$ cat src/rtl/core/wrp_pkg.sv
// ----------------------------------------------------------------------------
// WAV header parser package
// Result type, buffer sizing and result kinds shared by the parser modules.
// ----------------------------------------------------------------------------
`default_nettype none

package wrp_pkg;

  localparam int unsigned FIFO_DEPTH = 4;
  localparam int unsigned FIFO_AW    = $clog2(FIFO_DEPTH);
  localparam int unsigned FIFO_CW    = $clog2(FIFO_DEPTH + 1);

  localparam int unsigned IN_TDATA_W  = 8;
  localparam int unsigned OUT_TDATA_W = 112;

  localparam logic KIND_DATA   = 1'b0;
  localparam logic KIND_STATUS = 1'b1;

  typedef struct packed {
    logic        out_kind;
    logic [7:0]  data_byte;
    logic        parse_ok;
    logic [3:0]  format_code;
    logic [15:0] channel_count;
    logic [31:0] sample_rate;
    logic [15:0] sample_bits;
    logic [31:0] payload_length;
    logic        is_last;
  } result_t;

  // Results produced by one file byte, in delivery order.
  typedef struct packed {
    logic [1:0] count;
    result_t    first;
    result_t    second;
  } push_t;

endpackage

`default_nettype wire

$ cat src/rtl/core/wrp_parse_core.sv
// ----------------------------------------------------------------------------
// WAV header parser state core
// Holds the parse state and turns one file byte into state updates and results.
// ----------------------------------------------------------------------------
`default_nettype none

module wrp_parse_core (
  input  wire logic           clk,
  input  wire logic           rst,
  input  wire logic           in_valid,
  input  wire logic [7:0]     in_byte,
  input  wire logic           in_last,
  output wrp_pkg::push_t      push
);

  typedef enum logic [2:0] {
    PH_MAGIC = 3'd0,
    PH_HDR   = 3'd1,
    PH_BODY  = 3'd2,
    PH_PAY   = 3'd3,
    PH_DONE  = 3'd4
  } phase_t;

  localparam logic [31:0] TAG_FMT  = 32'h666D_7420;
  localparam logic [31:0] TAG_DATA = 32'h6461_7461;
  localparam logic [15:0] FMT_PCM  = 16'h0001;
  localparam logic [15:0] FMT_FLT  = 16'h0003;
  localparam logic [15:0] FMT_EXT  = 16'hFFFE;
  localparam logic [31:0] MIN_FILE = 32'd44;
  localparam logic [31:0] EXT_LEN  = 32'd40;

  function automatic logic [7:0] magic_byte(input logic [3:0] idx);
    case (idx)
      4'd0:    magic_byte = 8'h52;
      4'd1:    magic_byte = 8'h49;
      4'd2:    magic_byte = 8'h46;
      4'd3:    magic_byte = 8'h46;
      4'd8:    magic_byte = 8'h57;
      4'd9:    magic_byte = 8'h41;
      4'd10:   magic_byte = 8'h56;
      4'd11:   magic_byte = 8'h45;
      default: magic_byte = 8'h00;
    endcase
  endfunction

  function automatic logic [7:0] guid_byte(input logic [3:0] idx);
    case (idx)
      4'd0:    guid_byte = 8'h03;
      4'd6:    guid_byte = 8'h10;
      4'd8:    guid_byte = 8'h80;
      4'd11:   guid_byte = 8'hAA;
      4'd13:   guid_byte = 8'h38;
      4'd14:   guid_byte = 8'h9B;
      4'd15:   guid_byte = 8'h71;
      default: guid_byte = 8'h00;
    endcase
  endfunction

  // Dense format code; an unknown combination keeps the previous code.
  function automatic logic [3:0] fmt_code(
    input logic [15:0] tag,
    input logic [15:0] ch,
    input logic [15:0] bits,
    input logic [31:0] len,
    input logic        guid,
    input logic [3:0]  prev
  );
    logic [15:0] t;
    logic [3:0]  base;
    t    = tag;
    base = 4'd0;
    fmt_code = prev;
    if (tag == FMT_EXT && len >= EXT_LEN) begin
      t = guid ? FMT_FLT : FMT_PCM;
    end
    if (t == FMT_PCM) begin
      if (bits == 16'd8) begin
        base = 4'd1;
      end else if (bits == 16'd16) begin
        base = 4'd5;
      end
      if (base != 4'd0) begin
        if (ch == 16'd1) begin
          fmt_code = base;
        end else if (ch == 16'd2) begin
          fmt_code = base + 4'd1;
        end else if (ch == 16'd4) begin
          fmt_code = base + 4'd2;
        end else if (ch == 16'd6) begin
          fmt_code = base + 4'd3;
        end
      end
    end else if (t == FMT_FLT) begin
      if (ch == 16'd1) begin
        fmt_code = 4'd9;
      end else if (ch == 16'd2) begin
        fmt_code = 4'd10;
      end else if (ch == 16'd6) begin
        fmt_code = 4'd11;
      end
    end
  endfunction

  logic [31:0] file_position, file_position_next;
  phase_t      phase, phase_next;
  logic        magic_good, magic_good_next;
  logic [31:0] chunk_tag, chunk_tag_next;
  logic [31:0] chunk_length, chunk_length_next;
  logic [32:0] chunk_offset, chunk_offset_next;
  logic        fmt_seen, fmt_seen_next;
  logic [15:0] format_tag, format_tag_next;
  logic [15:0] channels, channels_next;
  logic [31:0] rate, rate_next;
  logic [15:0] bits, bits_next;
  logic        guid_match, guid_match_next;
  logic [3:0]  format_reg, format_reg_next;
  logic [31:0] payload_count, payload_count_next;
  logic        data_found, data_found_next;

  logic [2:0]  hdr_off;
  logic [31:0] tag_base, len_base;
  logic [32:0] off_inc, body_total, len_ext;
  logic [3:0]  gidx;
  logic        in_fmt;
  wrp_pkg::result_t data_res, stat_res;
  logic        has_data;

  always_comb begin
    file_position_next = file_position;
    phase_next         = phase;
    magic_good_next    = magic_good;
    chunk_tag_next     = chunk_tag;
    chunk_length_next  = chunk_length;
    chunk_offset_next  = chunk_offset;
    fmt_seen_next      = fmt_seen;
    format_tag_next    = format_tag;
    channels_next      = channels;
    rate_next          = rate;
    bits_next          = bits;
    guid_match_next    = guid_match;
    format_reg_next    = format_reg;
    payload_count_next = payload_count;
    data_found_next    = data_found;

    hdr_off    = chunk_offset[2:0];
    tag_base   = (hdr_off == 3'd0) ? 32'd0 : chunk_tag;
    len_base   = (hdr_off == 3'd0) ? 32'd0 : chunk_length;
    off_inc    = chunk_offset + 33'd1;
    len_ext    = {1'b0, chunk_length};
    body_total = len_ext + {32'd0, chunk_length[0]};
    gidx       = 4'(chunk_offset[5:0] - 6'd24);
    in_fmt     = (chunk_tag == TAG_FMT) && (chunk_offset < len_ext);
    has_data   = 1'b0;

    data_res           = '0;
    data_res.out_kind  = wrp_pkg::KIND_DATA;
    data_res.data_byte = in_byte;

    if (in_valid) begin
      case (phase)
        PH_MAGIC: begin
          if ((file_position < 32'd4 ||
               (file_position >= 32'd8 && file_position < 32'd12)) &&
              magic_byte(file_position[3:0]) != in_byte) begin
            magic_good_next = 1'b0;
          end
          if (file_position >= 32'd11) begin
            phase_next = magic_good_next ? PH_HDR : PH_DONE;
          end
        end
        PH_HDR: begin
          chunk_tag_next    = tag_base;
          chunk_length_next = len_base;
          if (!hdr_off[2]) begin
            chunk_tag_next = {tag_base[23:0], in_byte};
          end else begin
            case (hdr_off[1:0])
              2'd0:    chunk_length_next[7:0]   = in_byte;
              2'd1:    chunk_length_next[15:8]  = in_byte;
              2'd2:    chunk_length_next[23:16] = in_byte;
              default: chunk_length_next[31:24] = in_byte;
            endcase
          end
          chunk_offset_next = {30'd0, hdr_off} + 33'd1;
          if (hdr_off == 3'd7) begin
            // Header complete: open the chunk that it describes.
            chunk_offset_next = '0;
            if (chunk_tag_next == TAG_DATA && fmt_seen) begin
              data_found_next = 1'b1;
              phase_next = (chunk_length_next != 32'd0) ? PH_PAY : PH_DONE;
            end else begin
              if (chunk_tag_next == TAG_FMT) begin
                format_tag_next = '0;
                channels_next   = '0;
                rate_next       = '0;
                bits_next       = '0;
                guid_match_next = 1'b1;
                if (chunk_length_next == 32'd0) begin
                  fmt_seen_next = 1'b1;
                end
              end
              phase_next = (chunk_length_next != 32'd0) ? PH_BODY : PH_HDR;
            end
          end
        end
        PH_BODY: begin
          if (in_fmt) begin
            if (chunk_offset < 33'd2) begin
              if (chunk_offset[0]) format_tag_next[15:8] = in_byte;
              else                 format_tag_next[7:0]  = in_byte;
            end else if (chunk_offset < 33'd4) begin
              if (chunk_offset[0]) channels_next[15:8] = in_byte;
              else                 channels_next[7:0]  = in_byte;
            end else if (chunk_offset < 33'd8) begin
              case (chunk_offset[1:0])
                2'd0:    rate_next[7:0]   = in_byte;
                2'd1:    rate_next[15:8]  = in_byte;
                2'd2:    rate_next[23:16] = in_byte;
                default: rate_next[31:24] = in_byte;
              endcase
            end else if (chunk_offset == 33'd14 || chunk_offset == 33'd15) begin
              if (chunk_offset[0]) bits_next[15:8] = in_byte;
              else                 bits_next[7:0]  = in_byte;
            end else if (chunk_offset >= 33'd24 && chunk_offset < 33'd40) begin
              if (guid_byte(gidx) != in_byte) begin
                guid_match_next = 1'b0;
              end
            end
          end
          // The format code sees the fields including this byte.
          if (chunk_tag == TAG_FMT && off_inc == len_ext) begin
            format_reg_next = fmt_code(format_tag_next, channels_next, bits_next,
                                       chunk_length, guid_match_next, format_reg);
            fmt_seen_next   = 1'b1;
          end
          if (off_inc >= body_total) begin
            chunk_offset_next = '0;
            phase_next        = PH_HDR;
          end else begin
            chunk_offset_next = off_inc;
          end
        end
        PH_PAY: begin
          has_data = 1'b1;
          if (payload_count != '1) begin
            payload_count_next = payload_count + 32'd1;
          end
          chunk_offset_next = off_inc;
          if (off_inc >= len_ext) begin
            phase_next = PH_DONE;
          end
        end
        default: begin
        end
      endcase

      if (file_position != '1) begin
        file_position_next = file_position + 32'd1;
      end
    end

    stat_res                = '0;
    stat_res.out_kind       = wrp_pkg::KIND_STATUS;
    stat_res.parse_ok       = magic_good_next && data_found_next &&
                              (file_position_next >= MIN_FILE);
    stat_res.format_code    = format_reg_next;
    stat_res.channel_count  = channels_next;
    stat_res.sample_rate    = rate_next;
    stat_res.sample_bits    = bits_next;
    stat_res.payload_length = payload_count_next;
    stat_res.is_last        = 1'b1;

    push.count  = {1'b0, has_data} + {1'b0, in_valid && in_last};
    push.first  = has_data ? data_res : stat_res;
    push.second = stat_res;
  end

  always_ff @(posedge clk) begin
    if (rst || (in_valid && in_last)) begin
      // End of file returns the parser to its reset state.
      file_position <= '0;
      phase         <= PH_MAGIC;
      magic_good    <= 1'b1;
      chunk_tag     <= '0;
      chunk_length  <= '0;
      chunk_offset  <= '0;
      fmt_seen      <= 1'b0;
      format_tag    <= '0;
      channels      <= '0;
      rate          <= '0;
      bits          <= '0;
      guid_match    <= 1'b1;
      format_reg    <= '0;
      payload_count <= '0;
      data_found    <= 1'b0;
    end else begin
      file_position <= file_position_next;
      phase         <= phase_next;
      magic_good    <= magic_good_next;
      chunk_tag     <= chunk_tag_next;
      chunk_length  <= chunk_length_next;
      chunk_offset  <= chunk_offset_next;
      fmt_seen      <= fmt_seen_next;
      format_tag    <= format_tag_next;
      channels      <= channels_next;
      rate          <= rate_next;
      bits          <= bits_next;
      guid_match    <= guid_match_next;
      format_reg    <= format_reg_next;
      payload_count <= payload_count_next;
      data_found    <= data_found_next;
    end
  end

endmodule

`default_nettype wire

$ cat src/rtl/core/wrp_result_fifo.sv
// ----------------------------------------------------------------------------
// WAV header parser result buffer
// Small queue that takes up to two results per cycle and drains one.
// ----------------------------------------------------------------------------
`default_nettype none

module wrp_result_fifo (
  input  wire logic             clk,
  input  wire logic             rst,
  input  wire wrp_pkg::push_t   push,
  output logic                  room,
  output logic                  out_valid,
  input  wire logic             out_ready,
  output wrp_pkg::result_t      out_res
);

  wrp_pkg::result_t mem [wrp_pkg::FIFO_DEPTH];

  logic [wrp_pkg::FIFO_AW-1:0] wr_ptr, rd_ptr;
  logic [wrp_pkg::FIFO_CW-1:0] count;
  logic                        pop;
  logic [wrp_pkg::FIFO_AW-1:0] wr_ptr_1;

  assign pop       = out_valid && out_ready;
  assign out_valid = (count != '0);
  assign out_res   = mem[rd_ptr];
  assign wr_ptr_1  = wr_ptr + {{(wrp_pkg::FIFO_AW-1){1'b0}}, 1'b1};
  // Two free entries are needed because one byte can yield two results.
  assign room      = (count <= wrp_pkg::FIFO_CW'(wrp_pkg::FIFO_DEPTH - 2));

  always_ff @(posedge clk) begin
    if (push.count != 2'd0) begin
      mem[wr_ptr] <= push.first;
    end
    if (push.count == 2'd2) begin
      mem[wr_ptr_1] <= push.second;
    end
  end

  always_ff @(posedge clk) begin
    if (rst) begin
      wr_ptr <= '0;
      rd_ptr <= '0;
      count  <= '0;
    end else begin
      wr_ptr <= wr_ptr + wrp_pkg::FIFO_AW'(push.count);
      if (pop) begin
        rd_ptr <= rd_ptr + {{(wrp_pkg::FIFO_AW-1){1'b0}}, 1'b1};
      end
      count <= count + wrp_pkg::FIFO_CW'(push.count) - wrp_pkg::FIFO_CW'(pop);
    end
  end

endmodule

`default_nettype wire

$ cat src/rtl/core/wav_riff_header_parser.sv
// ----------------------------------------------------------------------------
// WAV header parser
// Streams a RIFF/WAVE file byte by byte, passes audio bytes on, reports status.
// ----------------------------------------------------------------------------
// The parser takes one file byte per cycle on the slave side while its result
// buffer has room. Each byte goes through an input register and a single pass
// of state update logic, and its results land in a four-entry result buffer.
// Bytes of the first data chunk after a fmt chunk come out as data results;
// the byte marked tlast also yields a status result carrying the parse verdict
// and the fmt fields, after which the parser is back in its reset state for
// the next file. Throughput is one byte per cycle, set by the one output
// transfer per cycle that drains the result buffer while the output does not
// stall; a final byte that is also a data byte makes two results and so costs
// one extra output transfer.
`default_nettype none

module wav_riff_header_parser (
  input  wire logic                              clk,
  input  wire logic                              rst,
  input  wire logic                              s_tvalid,
  output logic                                   s_tready,
  input  wire logic [wrp_pkg::IN_TDATA_W-1:0]    s_tdata,   // [7:0] in_byte
  input  wire logic                              s_tlast,   // in_last
  output logic                                   m_tvalid,
  input  wire logic                              m_tready,
  // [7:0] data_byte, [8] parse_ok, [12:9] format_code, [28:13] channel_count,
  // [60:29] sample_rate, [76:61] sample_bits, [108:77] payload_length, rest 0
  output logic [wrp_pkg::OUT_TDATA_W-1:0]        m_tdata,
  output logic                                   m_tuser,   // out_kind
  output logic                                   m_tlast    // is_last
);

  logic             stg_valid;
  logic [7:0]       stg_byte;
  logic             stg_last;
  logic             room;
  logic             advance;
  wrp_pkg::push_t   push;
  wrp_pkg::result_t out_res;

  assign advance  = stg_valid && room;
  assign s_tready = !stg_valid || advance;

  always_ff @(posedge clk) begin
    if (rst) begin
      stg_valid <= 1'b0;
    end else if (s_tready) begin
      stg_valid <= s_tvalid;
    end
  end

  always_ff @(posedge clk) begin
    if (s_tvalid && s_tready) begin
      stg_byte <= s_tdata[7:0];
      stg_last <= s_tlast;
    end
  end

  wrp_parse_core u_core (
    .clk      (clk),
    .rst      (rst),
    .in_valid (advance),
    .in_byte  (stg_byte),
    .in_last  (stg_last),
    .push     (push)
  );

  wrp_result_fifo u_fifo (
    .clk       (clk),
    .rst       (rst),
    .push      (push),
    .room      (room),
    .out_valid (m_tvalid),
    .out_ready (m_tready),
    .out_res   (out_res)
  );

  assign m_tdata = {3'b000, out_res.payload_length, out_res.sample_bits,
                    out_res.sample_rate, out_res.channel_count,
                    out_res.format_code, out_res.parse_ok, out_res.data_byte};
  assign m_tuser = out_res.out_kind;
  assign m_tlast = out_res.is_last;

endmodule

`default_nettype wire

$ cat config.mk
export PLATFORM = sky130hd
export DESIGN_NAME = wav_riff_header_parser
export DESIGN_NICKNAME = d
export VERILOG_FILES = /design/src/rtl/core/wrp_pkg.sv /design/src/rtl/core/wrp_parse_core.sv /design/src/rtl/core/wrp_result_fifo.sv /design/src/rtl/core/wav_riff_header_parser.sv
export SDC_FILE = /design/constraint.sdc
export NUM_CORES = 2
export LEC_CHECK = 0
export BUFFER_PORTS_ARGS = -buffer_cell sky130_fd_sc_hd__buf_2
export CAP_MARGIN = 0
export CORE_MARGIN = 4
export CORE_UTILIZATION = 65
export DETAILED_ROUTE_END_ITERATION = 6
export PLACE_DENSITY_LB_ADDON = 0.05
export SETUP_SLACK_MARGIN = 0.2
export SKIP_CTS_REPAIR_TIMING = 1
export SLEW_MARGIN = 0
export SYNTH_ARGS = -nofsm -noshare
export SYNTH_HDL_FRONTEND = slang
export SYNTH_HIERARCHICAL = 1
export SYNTH_SLANG_ARGS = --single-unit
$ cat constraint.sdc
create_clock -name clk -period 20.1 [get_ports clk]
set_clock_uncertainty 0.2 [all_clocks]
set_input_delay 1.005 -clock clk [delete_from_list [all_inputs] [get_ports clk]]
set_output_delay 1.005 -clock clk [all_outputs]
set_load 0.005 [all_outputs]
==> impl_metrics.json <==
{
  "required_ns": 20.26,
  "grt_use_total_pct": 32.1,
  "wirelength_um": 108000,
  "synth_top_area_share_pct": 33.8,
  "syn-cell-area_um2": 40200,
  "n_antenna_cell": 0,
  "ys.flop_type": "edfxtp_1",
  "synth_top_area_cell": "edfxtp_1",
  "status": "finished, final reports clean",
  "cts-root-buf": "clkbuf_16",
  "cts_made_buffers": 77,
  "area_growth_pct": 8.14,
  "largest_reg_flops": 444,
  "grt_pass1_vias": 28800,
  "yosysSeqAreaShare_pct": 47.2,
  "crit_fanout": 20,
  "via_per_inst": 6.67,
  "syn-mean-instance-area_um2": 11.8,
  "vdd_drop_max_v": 0.0000994,
  "clock_latency_ns": 0.64,
  "portBuffers": 125,
  "place_congestion": 0.982,
  "min_to": "u_core/chunk_tag[2]$_SDFFE_PP0P_",
  "wl_per_cell_um": 25.3,
  "r2r-end": "u_fifo/mem[1][99]$_DFFE_PP_",
  "drive_above_1_share_pct": 23.1,
  "hold_class": "reg -> reg",
  "num_rows": 90,
  "setup_viol": 0,
  "ys_ff_latch": 721,
  "ys_types": 103,
  "cts.sinks": 721,
  "dieArea_um2": 65900,
  "cp-start-kind": "flip-flop",
  "drt_first_pass_iters": 5,
  "antenna_found_initial": 0,
  "power.leakage_nw": 16.6,
  "r2r.worst_path.cells": 19,
  "nNetsFinal": 3566,
  "grt_first_pass_wirelength_um": 167000,
  "fp.dieH_um": 257,
  "synth_area_leaders": "edfxtp_1, dfxtp_1, mux2_4",
  "top_regs": "u_fifo/mem (444), u_core/chunk_offset (33)",
  "worstPathArrival_ns": 7.22,
  "end_kind": "flip-flop",
  "synth_warnings": 6,
  "finalMaxSlewViolations": 0,
  "worst_pin_slew_ns": 1.18,
  "overflow": 0,
  "clockBufferDepth": 3,
  "num_vias": 28600,
  "hold_viol": 0,
  "synth-async-reset-ratio_pct": 0,
  "synth_cells": 3404,
  "power_mw": 3.41,
  "yosys.cell_count.top_type": "edfxtp_1",
  "num_io_pins": 129,
  "ctsHtreeMaxLevel": 3,
  "die_w_um": 257,
  "synthTopCellsByCount": "edfxtp_1, nor2_1, dfxtp_1",
  "regMostFlops": "u_fifo/mem",
  "cts.clk_slew.worst_paths_ns": 0.06,
  "period_share_pct": 35.1,
  "drc": 0,
  "drt_iter0_markers": 2704,
  "max_freq_ghz": 0.142,
  "dp_hpwl_um": 68700,
  "fin_crit_ns": 7.06,
  "holdPathStages": 2,
  "grt_max_degree": 112,
  "crit_type": "reg -> reg",
  "synth_edf_count": 453,
  "regArea_um2": 19000,
  "reg2reg_from": "u_core/chunk_offset[0]$_SDFFE_PP0P_",
  "fillers": 4184,
  "start_util_pct": 66.1,
  "hp-start": "u_core/chunk_tag[2]$_SDFFE_PP0P_",
  "max_cap_viol_count": 0,
  "multiInputGateArea_um2": 19600,
  "rsz0062_at_grt": "false",
  "cts_tree": "built",
  "power_density_nw_per_um2": 78.5,
  "tns_ns": 0,
  "fp.coreArea_um2": 60800,
  "slew_headroom_pct": 21.3,
  "r2r_slack_ns": 13.04,
  "ant_nets": 0
}
==> critical path, cell delays in order, from the launching register on <==
cell and delay (ns):
dfxtp_1 0.30, buf_4 0.26, ha_1 0.48, nand2_1 0.34, or4_1 0.66, nor4_1 0.86
nand2_1 0.18, xnor2_1 0.22, ha_1 0.31, and4_1 0.21, nand4_1 0.18, nor2_1 0.13
nand2_1 0.07, or3_1 0.51, or3_1 0.50, a2111oi_2 0.39, a31oi_1 0.09, o21ai_1 0.29
o21ai_0 0.24, mux2_1 0.35
==> metrics by stage <==
| step | hold slack, ns | instances | util, % | cell area (um^2) | worst slack [ns] |
|---|---|---|---|---|---|
| after floorplan | 0.237 | 3414 | - | 40300 | 11.49 |
| after global placement | 0.252 | 4143 | 67.5 | 41000 | 13.31 |
| after detailed placement | 0.258 | 4143 | 67.5 | 41000 | 13.20 |
| after CTS | 0.267 | 4286 | 71.5 | 43500 | 13.14 |
| after global routing | 0.290 | 4286 | 71.5 | 43500 | 12.68 |
| final | 0.268 | 4286 | 71.5 | 43500 | 13.04 |
==> layout by cell type (no fill, tap or decap), types with 20 or more instances in the layout <==
cell type and instances:
edfxtp_1 453, nor2_1 355, dfxtp_1 266, mux2_2 183
mux2_4 180, nand2_1 154, inv_1 142, buf_2 125
ha_1 112, mux4_2 111, a21oi_1 107, a22oi_1 95
nand3_1 92, xnor2_1 91, mux2_1 90, clkbuf_16 80
and2_1 72, nand4_1 66, nor4_1 57, nor3_1 55
xor2_1 50, o21ai_0 50, buf_4 43, and3_1 34
a21o_1 30, nor3b_1 28, a32o_1 26, clkbuf_1 23
or3_1 20
==> worst max path at each step <==
stage               slack [ns]                                 from  depth (start not counted)                          end
finish                   13.04  u_core/chunk_offset[0]$_SDFFE_PP0P_                         19  u_fifo/mem[1][99]$_DFFE_PP_
CTS                      13.14  u_core/chunk_offset[0]$_SDFFE_PP0P_                         19  u_fifo/mem[1][97]$_DFFE_PP_
detailed placement       13.20  u_core/chunk_offset[0]$_SDFFE_PP0P_                         19  u_fifo/mem[1][97]$_DFFE_PP_
global placement         13.31  u_core/chunk_offset[0]$_SDFFE_PP0P_                         19  u_fifo/mem[1][97]$_DFFE_PP_
floorplan                11.49           u_fifo/count[1]$_SDFF_PP0_                          9   u_fifo/mem[2][0]$_DFFE_PP_
global route             12.68  u_core/chunk_offset[0]$_SDFFE_PP0P_                         19  u_fifo/mem[1][99]$_DFFE_PP_
==> power breakdown <==
| group | total (mW) | internal (mW) | switching, mW |
|---|---|---|---|
| combinational | 0.404 | 0.196 | 0.209 |
| clock | 1.38 | 0.783 | 0.597 |
| sequential | 1.63 | 1.59 | 0.0372 |
| total | 3.41 | 2.57 | 0.843 |
==> kinds of logic after synthesis <==
logic type	share of synthesized area (%)
simple gates	13.1
flops	47.2
mux	20.9
compound gates	7.62
buf+inv	4.46
xor+xnor	3.19
fa+ha+maj	3.53
other cells	0.0280
==> area by class of cell <==
type	instances	area share (%)
Inverter	143	1.23
Multi-Input combinational cell	2328	45.0
Clock buffer	115	5.18
Sequential cell	721	43.6
Tap cell	782	2.25
Timing Repair Buffer	169	2.23
Clock inverter	28	0.492
==> per-layer routing <==
metal  routed length, um  global-route usage (%)  up-vias
met5                   0                       0        -
met4                4250                    12.7        0
met3                7940                    4.67      246
met2               52700                    54.2     1267
met1               43400                    42.4    14300
li1                    -                       -    12700
Power figures use the tool's default switching activity.
